`src/sv/hvpsi_pkg.sv`:
```
// ----------------------------------------------------------------------------
// hvpsi_pkg
// Types and constants shared by the HV precharge and safety interlock.
// ----------------------------------------------------------------------------
`default_nettype none

package hvpsi_pkg;

	localparam int unsigned FAULT_W = 14;
	localparam int unsigned CFG_W   = 48;
	localparam int unsigned CIDX_W  = 3;

	// fault flag bit positions
	localparam int unsigned F_OVHV   = 0;
	localparam int unsigned F_UVHV   = 1;
	localparam int unsigned F_OCHV   = 2;
	localparam int unsigned F_OV12   = 3;
	localparam int unsigned F_UV12   = 4;
	localparam int unsigned F_OC12   = 5;
	localparam int unsigned F_EFUSE  = 6;
	localparam int unsigned F_OV5    = 7;
	localparam int unsigned F_UV5    = 8;
	localparam int unsigned F_OC5    = 9;
	localparam int unsigned F_TEMP   = 10;
	localparam int unsigned F_PRECHG = 11;
	localparam int unsigned F_COMM   = 12;
	localparam int unsigned F_TILE   = 13;

	// configuration register indexes
	localparam logic [CIDX_W-1:0] CFG_HV_LIMITS   = 3'd0;
	localparam logic [CIDX_W-1:0] CFG_RAIL12      = 3'd1;
	localparam logic [CIDX_W-1:0] CFG_RAIL5       = 3'd2;
	localparam logic [CIDX_W-1:0] CFG_OVERTEMP    = 3'd3;
	localparam logic [CIDX_W-1:0] CFG_WINDOW      = 3'd4;
	localparam logic [CIDX_W-1:0] CFG_TIMEOUT     = 3'd5;

	localparam logic signed [15:0] OVERTEMP_RST = 16'sd100;
	localparam logic [7:0]         WINDOW_RST   = 8'd25;
	localparam logic [31:0]        TIMEOUT_RST  = 32'd1000;

	// pass modes
	localparam logic [1:0] MODE_PLAIN = 2'd0;
	localparam logic [1:0] MODE_ARM   = 2'd1;
	localparam logic [1:0] MODE_CLEAR = 2'd2;

	// host replies
	localparam logic [1:0] REPLY_NONE = 2'd0;
	localparam logic [1:0] REPLY_ARMED = 2'd1;
	localparam logic [1:0] REPLY_PRECHG_FAIL = 2'd2;

	// indicator colours, bit2 red, bit1 green, bit0 blue
	localparam logic [2:0] LED_BLUE   = 3'd1;
	localparam logic [2:0] LED_GREEN  = 3'd2;
	localparam logic [2:0] LED_CYAN   = 3'd3;
	localparam logic [2:0] LED_RED    = 3'd4;
	localparam logic [2:0] LED_YELLOW = 3'd6;

	typedef struct packed {
		logic [15:0]        hv_out_mv;
		logic [15:0]        hv_in_mv;
		logic [15:0]        r12_out_mv;
		logic [15:0]        r12_in_mv;
		logic [15:0]        r12_ma;
		logic [15:0]        r5_mv;
		logic [15:0]        r5_ma;
		logic signed [15:0] chip_temp;
		logic [4:0]         pin_bits;
		logic [2:0]         link_bits;
		logic [1:0]         mode;
		logic [31:0]        time_ms;
	} meas_t;

	typedef struct packed {
		logic               relay_on;
		logic               precharge_on;
		logic               no_fault;
		logic               fault_shutdown;
		logic [FAULT_W-1:0] fault_flags;
		logic [2:0]         led_rgb;
		logic [1:0]         host_reply;
		logic               faults_cleared;
		logic               hv_requested;
	} status_t;

endpackage

`default_nettype wire

```
`src/sv/hvpsi_if.sv`:
```
// ----------------------------------------------------------------------------
// hvpsi_if
// Valid/ready channels for measurement passes and status results.
// ----------------------------------------------------------------------------
`default_nettype none

interface hvpsi_meas_if;
	logic              valid;
	logic              ready;
	hvpsi_pkg::meas_t  data;

	modport source (output valid, output data, input ready);
	modport sink (input valid, input data, output ready);
endinterface

interface hvpsi_status_if;
	logic                valid;
	logic                ready;
	hvpsi_pkg::status_t  data;

	modport source (output valid, output data, input ready);
	modport sink (input valid, input data, output ready);
endinterface

`default_nettype wire

```
`src/sv/hv_precharge_safety_interlock.sv`:
```
// ----------------------------------------------------------------------------
// hv_precharge_safety_interlock
// Fault latching, button and host arm handling, precharge sequencing.
// ----------------------------------------------------------------------------
// Pipeline: an accepted pass goes through the input register, then the result
//   register written by the combinational interlock update, to its status beat.
// Throughput: one pass per cycle; the input stage advances whenever the
//   result register is empty or being drained.
// Reset: arst_n clears all interlock state and sets the thresholds to their
//   power-on values (overtemp 100, window 25, timeout 1000 ms, others 0).
`default_nettype none

module hv_precharge_safety_interlock (
	input  wire logic                         clk,
	input  wire logic                         arst_n,
	hvpsi_meas_if.sink                        meas,
	hvpsi_status_if.source                    status,
	input  wire logic                         cfg_we,
	input  wire logic [hvpsi_pkg::CIDX_W-1:0] cfg_index,
	input  wire logic [hvpsi_pkg::CFG_W-1:0]  cfg_data
);

	// configuration
	logic [31:0]        hv_limits_q;
	logic [47:0]        rail12_q;
	logic [47:0]        rail5_q;
	logic signed [15:0] overtemp_q;
	logic [7:0]         window_q;
	logic [31:0]        timeout_q;

	// interlock state
	logic                          hv_request_q;
	logic                          host_armed_q;
	logic                          prechg_done_q;
	logic                          relay_q;
	logic                          prechg_state_q;
	logic                          button_prev_q;
	logic                          clear_pend_q;
	logic                          shutdown_q;
	logic [hvpsi_pkg::FAULT_W-1:0] fault_q;
	logic [31:0]                   prechg_start_q;

	// pipeline
	logic               valid_s1;
	hvpsi_pkg::meas_t   meas_s1;
	logic               valid_s2;
	hvpsi_pkg::status_t res_s2;
	logic               advance;

	assign advance     = !valid_s2 || status.ready;
	assign meas.ready  = !valid_s1 || advance;
	assign status.valid = valid_s2;
	assign status.data  = res_s2;

	always_ff @(posedge clk or negedge arst_n) begin
		if (!arst_n) begin
			hv_limits_q <= '0;
			rail12_q    <= '0;
			rail5_q     <= '0;
			overtemp_q  <= hvpsi_pkg::OVERTEMP_RST;
			window_q    <= hvpsi_pkg::WINDOW_RST;
			timeout_q   <= hvpsi_pkg::TIMEOUT_RST;
		end else if (cfg_we) begin
			unique case (cfg_index)
				hvpsi_pkg::CFG_HV_LIMITS: hv_limits_q <= cfg_data[31:0];
				hvpsi_pkg::CFG_RAIL12:    rail12_q    <= cfg_data[47:0];
				hvpsi_pkg::CFG_RAIL5:     rail5_q     <= cfg_data[47:0];
				hvpsi_pkg::CFG_OVERTEMP:  overtemp_q  <= $signed(cfg_data[15:0]);
				hvpsi_pkg::CFG_WINDOW:    window_q    <= cfg_data[7:0];
				hvpsi_pkg::CFG_TIMEOUT:   timeout_q   <= cfg_data[31:0];
				default: ;
			endcase
		end
	end

	// combinational pass update
	logic                          hr0, ha0, cp0, sl1, btn, btn_edge;
	logic                          hr1, hr2, hr_n, ha_n, done_n, relay_n, ps_n, sl_n;
	logic                          cp_n, in_window, timed_out;
	logic [31:0]                   start_n, elapsed;
	logic [hvpsi_pkg::FAULT_W-1:0] f_chk, f_n;
	logic [1:0]                    reply;
	logic [2:0]                    led;
	logic [23:0]                   o_scaled;
	logic [8:0]                    lo_mul, hi_mul;
	logic [24:0]                   lo_lim, hi_lim;
	logic [15:0]                   hv_ov, hv_uv, ov12, uv12, oc12, ov5, uv5, oc5;
	hvpsi_pkg::status_t            res_n;

	assign hv_ov = hv_limits_q[31:16];
	assign hv_uv = hv_limits_q[15:0];
	assign ov12  = rail12_q[47:32];
	assign uv12  = rail12_q[31:16];
	assign oc12  = rail12_q[15:0];
	assign ov5   = rail5_q[47:32];
	assign uv5   = rail5_q[31:16];
	assign oc5   = rail5_q[15:0];

	assign o_scaled = {meas_s1.hv_out_mv, 8'd0};
	assign lo_mul   = 9'd256 - {1'b0, window_q};
	assign hi_mul   = 9'd256 + {1'b0, window_q};
	assign lo_lim   = 25'(meas_s1.hv_in_mv) * 25'(lo_mul);
	assign hi_lim   = 25'(meas_s1.hv_in_mv) * 25'(hi_mul);
	assign in_window = ({1'b0, o_scaled} > lo_lim) && ({1'b0, o_scaled} < hi_lim);

	always_comb begin
		f_chk = '0;
		f_chk[hvpsi_pkg::F_OVHV]  = meas_s1.hv_out_mv > hv_ov || meas_s1.hv_in_mv > hv_ov
			|| !meas_s1.pin_bits[0];
		f_chk[hvpsi_pkg::F_UVHV]  = meas_s1.hv_out_mv < hv_uv || meas_s1.hv_in_mv < hv_uv;
		f_chk[hvpsi_pkg::F_OCHV]  = !meas_s1.pin_bits[1];
		f_chk[hvpsi_pkg::F_OV12]  = meas_s1.r12_out_mv > ov12 || meas_s1.r12_in_mv > ov12;
		f_chk[hvpsi_pkg::F_UV12]  = meas_s1.r12_out_mv < uv12 || meas_s1.r12_in_mv < uv12;
		f_chk[hvpsi_pkg::F_OC12]  = meas_s1.r12_ma > oc12;
		f_chk[hvpsi_pkg::F_EFUSE] = !meas_s1.pin_bits[2];
		f_chk[hvpsi_pkg::F_OV5]   = meas_s1.r5_mv > ov5;
		f_chk[hvpsi_pkg::F_UV5]   = meas_s1.r5_mv < uv5;
		f_chk[hvpsi_pkg::F_OC5]   = meas_s1.r5_ma > oc5;
		f_chk[hvpsi_pkg::F_TEMP]  = meas_s1.chip_temp > overtemp_q;
	end

	always_comb begin
		hr0 = hv_request_q || (meas_s1.mode == hvpsi_pkg::MODE_ARM);
		ha0 = host_armed_q || (meas_s1.mode == hvpsi_pkg::MODE_ARM);
		cp0 = clear_pend_q || (meas_s1.mode == hvpsi_pkg::MODE_CLEAR);
		// a pending clear drops the latch; unlatched flags start from scratch
		sl1 = cp0 ? 1'b0 : shutdown_q;
		f_n = (sl1 ? fault_q : '0) | f_chk;

		btn      = meas_s1.pin_bits[3] || meas_s1.pin_bits[4];
		btn_edge = btn && !button_prev_q;
		cp_n     = btn_edge && (f_n != '0);
		hr1      = (btn_edge && (f_n == '0)) ? !hr0 : hr0;
		hr2      = hr1 && !(ha0 && !meas_s1.link_bits[0]);

		start_n = (hr2 && !prechg_state_q) ? meas_s1.time_ms : prechg_start_q;
		elapsed = meas_s1.time_ms - start_n;
		timed_out = elapsed > timeout_q;

		reply   = hvpsi_pkg::REPLY_NONE;
		ps_n    = hr2;
		done_n  = prechg_done_q;
		relay_n = relay_q;
		ha_n    = ha0;
		if (hr2) begin
			done_n = prechg_done_q || in_window;
			if (done_n) begin
				if (!relay_q && ha0)
					reply = hvpsi_pkg::REPLY_ARMED;
				relay_n = 1'b1;
			end else if (timed_out) begin
				f_n[hvpsi_pkg::F_PRECHG] = 1'b1;
				if (ha0)
					reply = hvpsi_pkg::REPLY_PRECHG_FAIL;
			end
		end else begin
			relay_n = 1'b0;
			done_n  = 1'b0;
			ha_n    = 1'b0;
		end

		if (meas_s1.link_bits[1] && hr2)
			f_n[hvpsi_pkg::F_COMM] = 1'b1;
		if (meas_s1.link_bits[2])
			f_n[hvpsi_pkg::F_TILE] = 1'b1;

		hr_n = hr2;
		sl_n = sl1;
		// any fault while requested: drop HV and keep the flags
		if ((f_n != '0) && hr2) begin
			hr_n    = 1'b0;
			sl_n    = 1'b1;
			relay_n = 1'b0;
			ps_n    = 1'b0;
		end

		priority if (relay_n)
			led = hvpsi_pkg::LED_BLUE;
		else if (hr_n && !done_n)
			led = hvpsi_pkg::LED_CYAN;
		else if (f_n == '0)
			led = hvpsi_pkg::LED_GREEN;
		else if (sl_n)
			led = hvpsi_pkg::LED_RED;
		else if ((f_n & ~(hvpsi_pkg::FAULT_W'(1) << hvpsi_pkg::F_UV5
				| hvpsi_pkg::FAULT_W'(1) << hvpsi_pkg::F_UV12
				| hvpsi_pkg::FAULT_W'(1) << hvpsi_pkg::F_EFUSE)) != '0)
			led = hvpsi_pkg::LED_RED;
		else if (f_n[hvpsi_pkg::F_UV5] && f_n[hvpsi_pkg::F_UV12])
			led = hvpsi_pkg::LED_YELLOW;
		else
			led = hvpsi_pkg::LED_RED;

		res_n.relay_on       = relay_n;
		res_n.precharge_on   = ps_n;
		res_n.no_fault       = (f_n == '0);
		res_n.fault_shutdown = sl_n;
		res_n.fault_flags    = f_n;
		res_n.led_rgb        = led;
		res_n.host_reply     = reply;
		res_n.faults_cleared = cp0;
		res_n.hv_requested   = hr_n;
	end

	// input register
	always_ff @(posedge clk or negedge arst_n) begin
		if (!arst_n) begin
			valid_s1 <= 1'b0;
		end else if (meas.ready) begin
			valid_s1 <= meas.valid;
		end
	end

	always_ff @(posedge clk) begin
		if (meas.valid && meas.ready)
			meas_s1 <= meas.data;
	end

	// result register and state commit
	always_ff @(posedge clk or negedge arst_n) begin
		if (!arst_n) begin
			valid_s2       <= 1'b0;
			hv_request_q   <= 1'b0;
			host_armed_q   <= 1'b0;
			prechg_done_q  <= 1'b0;
			relay_q        <= 1'b0;
			prechg_state_q <= 1'b0;
			button_prev_q  <= 1'b0;
			clear_pend_q   <= 1'b0;
			shutdown_q     <= 1'b0;
			fault_q        <= '0;
			prechg_start_q <= '0;
		end else if (advance) begin
			valid_s2 <= valid_s1;
			if (valid_s1) begin
				hv_request_q   <= hr_n;
				host_armed_q   <= ha_n;
				prechg_done_q  <= done_n;
				relay_q        <= relay_n;
				prechg_state_q <= ps_n;
				button_prev_q  <= btn;
				clear_pend_q   <= cp_n;
				shutdown_q     <= sl_n;
				fault_q        <= f_n;
				prechg_start_q <= start_n;
			end
		end
	end

	always_ff @(posedge clk) begin
		if (advance && valid_s1)
			res_s2 <= res_n;
	end

endmodule

`default_nettype wire

```
`src/flat_wrapper.sv`:
```
// flat-port wrapper written by rule: the top's interface ports become plain ports
module hv_precharge_safety_interlock_flat 
  (clk, arst_n, cfg_we, cfg_index, cfg_data, meas_valid, meas_data, meas_ready, status_valid, status_data, status_ready);
  hvpsi_meas_if meas_i ();
  hvpsi_status_if status_i ();
  input  wire logic clk;
  input  wire logic arst_n;
  input  wire logic cfg_we;
  input  wire logic [hvpsi_pkg::CIDX_W-1:0] cfg_index;
  input  wire logic [hvpsi_pkg::CFG_W-1:0] cfg_data;
  input wire logic [$bits(meas_i.valid)-1:0] meas_valid;
  input wire logic [$bits(meas_i.data)-1:0] meas_data;
  output wire logic [$bits(meas_i.ready)-1:0] meas_ready;
  output wire logic [$bits(status_i.valid)-1:0] status_valid;
  output wire logic [$bits(status_i.data)-1:0] status_data;
  input wire logic [$bits(status_i.ready)-1:0] status_ready;
  assign meas_i.valid = meas_valid;
  assign meas_i.data = meas_data;
  assign meas_ready = meas_i.ready;
  assign status_valid = status_i.valid;
  assign status_data = status_i.data;
  assign status_i.ready = status_ready;
  hv_precharge_safety_interlock u_core (.clk(clk), .arst_n(arst_n), .meas(meas_i), .status(status_i), .cfg_we(cfg_we), .cfg_index(cfg_index), .cfg_data(cfg_data));
endmodule
```
`config.mk`:
```
export PLATFORM = sky130hd
export DESIGN_NAME = hv_precharge_safety_interlock_flat
export DESIGN_NICKNAME = d
export VERILOG_FILES = /design/src/sv/hvpsi_pkg.sv /design/src/sv/hvpsi_if.sv /design/src/sv/hv_precharge_safety_interlock.sv /design/src/flat_wrapper.sv
export SDC_FILE = /design/constraint.sdc
export NUM_CORES = 2
export LEC_CHECK = 0
export BUFFER_PORTS_ARGS = -buffer_cell sky130_fd_sc_hd__buf_2
export CORE_MARGIN = 5
export CORE_UTILIZATION = 30
export CTS_BUF_LIST = sky130_fd_sc_hd__clkbuf_16
export DETAILED_ROUTE_END_ITERATION = 7
export GPL_TIMING_DRIVEN = 1
export PLACE_DENSITY_LB_ADDON = 0.15
export SYNTH_ARGS = -nofsm -noshare
export SYNTH_HDL_FRONTEND = slang
export SYNTH_SLANG_ARGS = --single-unit
```
`constraint.sdc`:
```
create_clock -name clk -period 11.5 [get_ports clk]
set_clock_uncertainty 0.1 [all_clocks]
set_input_delay 2.3 -clock clk [delete_from_list [all_inputs] [get_ports clk]]
set_output_delay 2.3 -clock clk [all_outputs]
set_load 0.05 [all_outputs]
```
# Yosys cells after proc, flatten, opt, wreduce, memory -nomap -nowiden
# Cells that the tools add are included.
# classes
add_sub_neg	3
multipliers	2
magnitude_cmp	16
eq_ne	7
mux	25
bitwise_logic	1
n_reduce_logical	53
# ops
cell	n
$gt 16x16->1	8
$lt 16x16->1	5
$mul 16x9->25	2
$reduce_bool 14->1	3
$gt 32x32->1	1
$mux 32	1
$sub 32x32->32	1
$logic_not 14->1	2
$gt 24x25->1	1
$lt 24x25->1	1
$mux 1	15
$logic_and 1x1->1	14
$mux 14	1
$or 14x11->14	1
$reduce_and 2->1	7
$logic_not 1->1	12
$logic_or 1x1->1	12
$mux 2	6
$add 9x8->9 const A	1
$sub 9x8->9 const A	1
$eq 3x2->1 const B	2
$eq 3x3->1 const B	2
$mux 3	2
$eq 3x1->1 const B	1
5 further kinds	5
# word_totals
register_bits	433
inputBits	226
output_inout_bits	27
elab_cells	146

# Depth between registers and ports, before layout
# logic_depth
depth_word	22
mapped_depth	46
depth_no_buf	44

# Worst setup path after synthesis
# OpenSTA, ideal clock, no wires.
# synth_timing
path_type	register -> register
startpoint	reg u_core.overtemp_q[5]
endpoint	reg u_core.res_s2, in the netlist u_core.status.data[24] (data pin)
arrival_ns	7.976
required_ns	11.132
slack_ns	3.156
path_stages_with_launch	35
synth_period_minus_slack_ns	8.344
cell_sequence	dfstp_2 -> inv_1 -> ha_1 -> a21oi_1 -> o21ai_0 -> a221o_1 -> or4_1 -> a32oi_1 -> nor4b_4 -> nand4_4 -> mux2i_1 -> buf_2 -> mux2i_1 -> ha_1 -> a21o_1 -> a21o_1 -> a31o_2 -> a21o_1 -> a21oi_1 -> o21a_1 -> nor3b_1 -> nand3_1 -> a21oi_2 -> o21ai_4 -> a211oi_4 -> o21bai_1 -> xor2_1 -> ha_1 -> nand4_1 -> or2_2 -> nor3_1 -> a21oi_1 -> a2111oi_2 -> nor4_2 -> a21boi_0
# synth_via
elab_chain_cells	16
# synth_rtl
element	line_no	source
from (decl)	hv_precharge_safety_interlock.sv:27	logic signed [15:0] overtemp_q;
from (signal assigned)	hv_precharge_safety_interlock.sv:60	overtemp_q <= hvpsi_pkg::OVERTEMP_RST;
from (signal assigned)	hv_precharge_safety_interlock.sv:68	hvpsi_pkg::CFG_OVERTEMP: overtemp_q <= $signed(cfg_data[15:0]);
$gt 16x16->1 (*)	hv_precharge_safety_interlock.sv:119	f_chk[hvpsi_pkg::F_TEMP] = meas_s1.chip_temp > overtemp_q;
$or 14x11->14 (*)	hv_precharge_safety_interlock.sv:128	f_n = (sl1 ? fault_q : '0) | f_chk;
$logic_not 14->1	hv_precharge_safety_interlock.sv:133	hr1 = (btn_edge && (f_n == '0)) ? !hr0 : hr0;
$logic_and 1x1->1	hv_precharge_safety_interlock.sv:133	
$mux 1	hv_precharge_safety_interlock.sv:133	
$logic_and 1x1->1	hv_precharge_safety_interlock.sv:134	hr2 = hr1 && !(ha0 && !meas_s1.link_bits[0]);
$logic_and 1x1->1	hv_precharge_safety_interlock.sv:136	start_n = (hr2 && !prechg_state_q) ? meas_s1.time_ms : prechg_start_q;
$mux 32	hv_precharge_safety_interlock.sv:136	
$sub 32x32->32	hv_precharge_safety_interlock.sv:137	elapsed = meas_s1.time_ms - start_n;
$gt 32x32->1	hv_precharge_safety_interlock.sv:138	timed_out = elapsed > timeout_q;
$mux 1	hv_precharge_safety_interlock.sv:151	end else if (timed_out) begin
$mux 1	hv_precharge_safety_interlock.sv:147	if (done_n) begin
$mux 1	hv_precharge_safety_interlock.sv:145	if (hr2) begin
$reduce_bool 14->1	hv_precharge_safety_interlock.sv:170	if ((f_n != '0) && hr2) begin
$logic_and 1x1->1	hv_precharge_safety_interlock.sv:170	
$mux 1 (*)	hv_precharge_safety_interlock.sv:170	
net u_core.relay_n	hv_precharge_safety_interlock.sv:78	logic hr1, hr2, hr_n, ha_n, done_n, relay_n, ps_n, sl_n;
to (signal assigned)	hv_precharge_safety_interlock.sv:252	res_s2 <= res_n;
to (decl)	hv_precharge_safety_interlock.sv:47	hvpsi_pkg::status_t res_s2;
# The timed path passes the listed nets; every way through them passes the cells marked *.
# A chain may end at the register's enable or synchronous reset.

# Worst setup path in the final report
# layout_timing
startpoint	reg u_core.meas_s1[152] (netlist bit)
endpoint	reg u_core.res_s2, in the netlist u_core.status.data[24] (data pin)
# layout_via
elab_chain_cells	18
# layout_rtl
element	line_no	source
from (decl)	hv_precharge_safety_interlock.sv:45	hvpsi_pkg::meas_t meas_s1;
from (signal assigned)	hv_precharge_safety_interlock.sv:216	meas_s1 <= meas.data;
$gt 16x16->1	hv_precharge_safety_interlock.sv:108	f_chk[hvpsi_pkg::F_OVHV] = meas_s1.hv_out_mv > hv_ov || meas_s1.hv_in_mv > hv_ov
$logic_or 1x1->1	hv_precharge_safety_interlock.sv:108	
$logic_or 1x1->1	hv_precharge_safety_interlock.sv:109	|| !meas_s1.pin_bits[0];
$or 14x11->14	hv_precharge_safety_interlock.sv:128	
$logic_not 14->1	hv_precharge_safety_interlock.sv:133	
$logic_and 1x1->1	hv_precharge_safety_interlock.sv:133	
$mux 1	hv_precharge_safety_interlock.sv:133	
$logic_and 1x1->1	hv_precharge_safety_interlock.sv:134	
[... 3 more ...]	-	
$gt 32x32->1	hv_precharge_safety_interlock.sv:138	
$mux 1	hv_precharge_safety_interlock.sv:151	
$mux 1	hv_precharge_safety_interlock.sv:147	
$mux 1	hv_precharge_safety_interlock.sv:145	
$reduce_bool 14->1	hv_precharge_safety_interlock.sv:170	
$logic_and 1x1->1	hv_precharge_safety_interlock.sv:170	
$mux 1 (*)	hv_precharge_safety_interlock.sv:170	
net u_core.relay_n	hv_precharge_safety_interlock.sv:78	
# Marks and branches as above.

==> results.json <==
{
  "synth_cell_types": 89,
  "cts-htree-levels": 2,
  "antenna_found_initial": 13,
  "internal-power_mw": 6.187,
  "powerDensity_nw_per_um2": 309.3,
  "min_period_ns": 9.909,
  "cts.clk_slew.worst_paths_ns": 0.06,
  "yosys_warnings": 0,
  "outcome": "completed",
  "post-layout-total-power_mw": 11.25,
  "ff_latch_area_um2": 11820,
  "placed_cells": 4588,
  "fmax_mhz": 100.9,
  "cts_sinks": 433,
  "final_hold_viol_count": 0,
  "viasPerCell": 4.740,
  "layout_setup_ws_ns": 1.591,
  "crit_type": "flop to flop",
  "cp_slowest_stage_delay_ns": 0.82,
  "multi_input_area_um2": 18160,
  "start_util_pct": 30.15,
  "switching_share_pct": 45.00,
  "worstSkewPairLatency_ns": 0.63,
  "synth_edf_count": 194,
  "grt.total_usage_pct": 16.66,
  "syn_area_per_cell_um2": 10.54,
  "post-cts-setup-buffers": 0,
  "final_cell_mix": "389 x ha_1, 384 x inv_1, 366 x nand2_1",
  "async_flop_share_pct": 55.20,
  "pre_cts_slack_ns": 1.491,
  "fin_cells": 4700,
  "grt_max_degree": 140,
  "ioPinCount": 253,
  "dr.pass1.iters": 5,
  "slew_violations": 0,
  "final_common_cell": "ha_1",
  "ys_seq_area_share_pct": 37.36,
  "ir_drop_uv": 323.3,
  "power_frac_comb_pct": 66.8,
  "clockBufferDepth": 3,
  "crit_required_ns": 11.77,
  "grt-ovfl-total": 0,
  "dieArea_um2": 112100,
  "wl_met3_um": 5265,
  "worstHoldPathType": "flop to flop",
  "design.core.area_um2": 105000,
  "worstPathMaxFanout": 19,
  "seqPwrFrac_pct": 18.3,
  "fp.dieW_um": 334.8,
  "finalSetupViolCount": 0,
  "place_area_um2": 34620,
  "die_h_um": 334.8,
  "ys.flop_type": "dfrtp_1",
  "drt_iter0_drc": 1005,
  "arrival_ns": 10.18,
  "routed-via-count": 22280,
  "rows": 119,
  "syn_nets": 3817,
  "place_congestion": 0.8257,
  "worst_pin_slew_ns": 1.170,
  "ctsHoldBuffers": 0,
  "top_layer": "met5",
  "hpwl_um": 73080,
  "syn_inst": 3003,
  "r2r_start": "u_core.meas_s1[152]",
  "cts_tree": "yes",
  "cts_resized": 0,
  "clock_power_share_pct": 14.9,
  "grt_pass1_wl_um": 142800,
  "first_global_vias": 23150,
  "syn_area_um2": 31650,
  "cts_root_buf": "clkbuf_16",
  "hold_start": "u_core.meas_s1[39]",
  "wl_met1_um": 42010,
  "io_buffers": 252,
  "fin_tns_setup_ns": 0,
  "dr_wl_met2_um": 43890,
  "final_util_pct": 34.65,
  "slew_headroom_pct": 22.00,
  "drive_gt1_share_pct": 15.33,
  "p_leak_nw": 16.78,
  "post-route-drc-count": 0,
  "wl_um": 93550,
  "start_kind": "flop",
  "switchingPower_mw": 5.061,
  "final_nets": 4068,
  "rsz0062_at_grt": "false",
  "cap_violations": 0,
  "design_area_um2": 36370,
  "area_delta_synth_final_pct": 14.93,
  "crit_start": "u_core.meas_s1[152]",
  "finalCritPeriodShare_pct": 86.17,
  "ys_ff_latch": 433,
  "cts_buffers": 55,
  "end_kind": "flop",
  "fillers": 10680,
  "fin_hold_ws_ns": 0.3589,
  "ant_nets": 0,
  "critPathSlowestCell": "edfxtp_1",
  "wl_per_cell_um": 19.90
}
-- worst paths after layout --
kind / slack [ns] / to / depth (start not counted)
hold reg to reg: 0.36 / u_core.fault_q[6] / 1
setup reg to reg: 1.59 / u_core.status.data[24] / 32
min in group asynchronous: 1.50 / u_core.rail5_q[24] / 1
max in group asynchronous: 7.65 / u_core.hv_limits_q[12] / 3
setup / recovery: 1.59 / u_core.status.data[24] / 32
hold / removal: 0.36 / u_core.fault_q[6] / 1
-- registers in the layout, indices dropped and copies added (netlist names), 8 cells and up --
register and count:
u_core.status.data 24, u_core.rail12_q 48, u_core.hv_limits_q 32, u_core.timeout_q 32, u_core.meas_s1 170, u_core.rail5_q 48
u_core.overtemp_q 16, u_core.prechg_start_q 32, u_core.fault_q 14, u_core.window_q 8
-- power by group through the flow --
stage	sequential (mW)	combinational, mW	clock, mW
CTS	2.06	7.71	1.74
floorplan	2.03	5.72	0
detailed placement	2.09	7.62	0
finish	2.06	7.52	1.67
global placement	2.09	7.67	0
global route	2.09	8.79	1.80
-- cell families (layout without fill, tap and decap cells) --
group / after synthesis / count (layout) / share of synthesized area, %
mux: 130 / 130 / 4.511
xor+xnor: 68 / 68 / 1.882
simple gates: 812 / 812 / 12.70
flops: 433 / 433 / 37.36
compound gates: 516 / 516 / 10.13
fa+ha+maj: 588 / 588 / 27.97
buf+inv: 456 / 754 / 5.452
other cells: 0 / 8 / 0
-- metal layers --
metal / global-route usage (%) / vias up
met2: 27.49 / 396
li1: - / 10820
met5: 0 / -
met3: 3.699 / 109
met1: 22.20 / 10950
met4: 4.509 / 4
-- cells in the mapped netlist (4+ instances only) --
library cell	count	share of area, %
a2111oi_0	5	0.14
a211oi_1	21	0.50
a21boi_0	12	0.28
a21o_1	47	1.1
a21oi_1	115	1.8
a221o_1	4	0.13
a221oi_1	7	0.19
a31oi_1	8	0.16
and2_1	124	2.5
and3_1	7	0.14
and4_1	6	0.17
buf_1	7	0.083
clkbuf_1	77	0.91
dfrtp_1	227	18
dfstp_2	12	1.0
edfxtp_1	194	18
fa_1	199	13
ha_1	389	15
inv_1	367	4.4
mux2_2	97	3.5
mux2i_1	32	1.0
nand2_1	366	4.3
nand2b_1	34	0.67
nand3_1	37	0.59
nand4_1	43	0.85
nor2_1	78	0.93
nor2b_1	34	0.67
nor3_1	20	0.32
nor3b_1	5	0.12
nor4_1	21	0.42
o211ai_1	12	0.28
o21a_1	17	0.40
o21ai_0	197	3.1
o21ai_1	6	0.095
o21bai_1	11	0.26
o31ai_1	7	0.17
or2_2	7	0.14
or3_1	7	0.14
or4_1	7	0.17
xnor2_1	41	1.1
xor2_1	27	0.75
-- worst max-delay path: cells and delay by family (launching register included) --
family                   cells  cell delay (ns)
AND/OR/NAND/NOR             10             2.07
adder cells (fa/ha/maj)      3             0.86
flip-flops                   1             0.82
AO/OA/AOI/OAI               17             4.90
multiplexers                 2             0.88
-- layout make-up --
| type | instances | area share (%) |
|---|---|---|
| Sequential cell | 433 | 32.50 |
| Tap cell | 1391 | 4.786 |
| Multi-Input combinational cell | 2114 | 49.94 |
| Clock inverter | 47 | 0.8429 |
| Antenna cell | 8 | 0.05505 |
| Timing Repair Buffer | 282 | 4.149 |
| Clock buffer | 57 | 3.922 |
| Inverter | 368 | 3.798 |
Note: power is estimated with default switching activity, not from simulation.
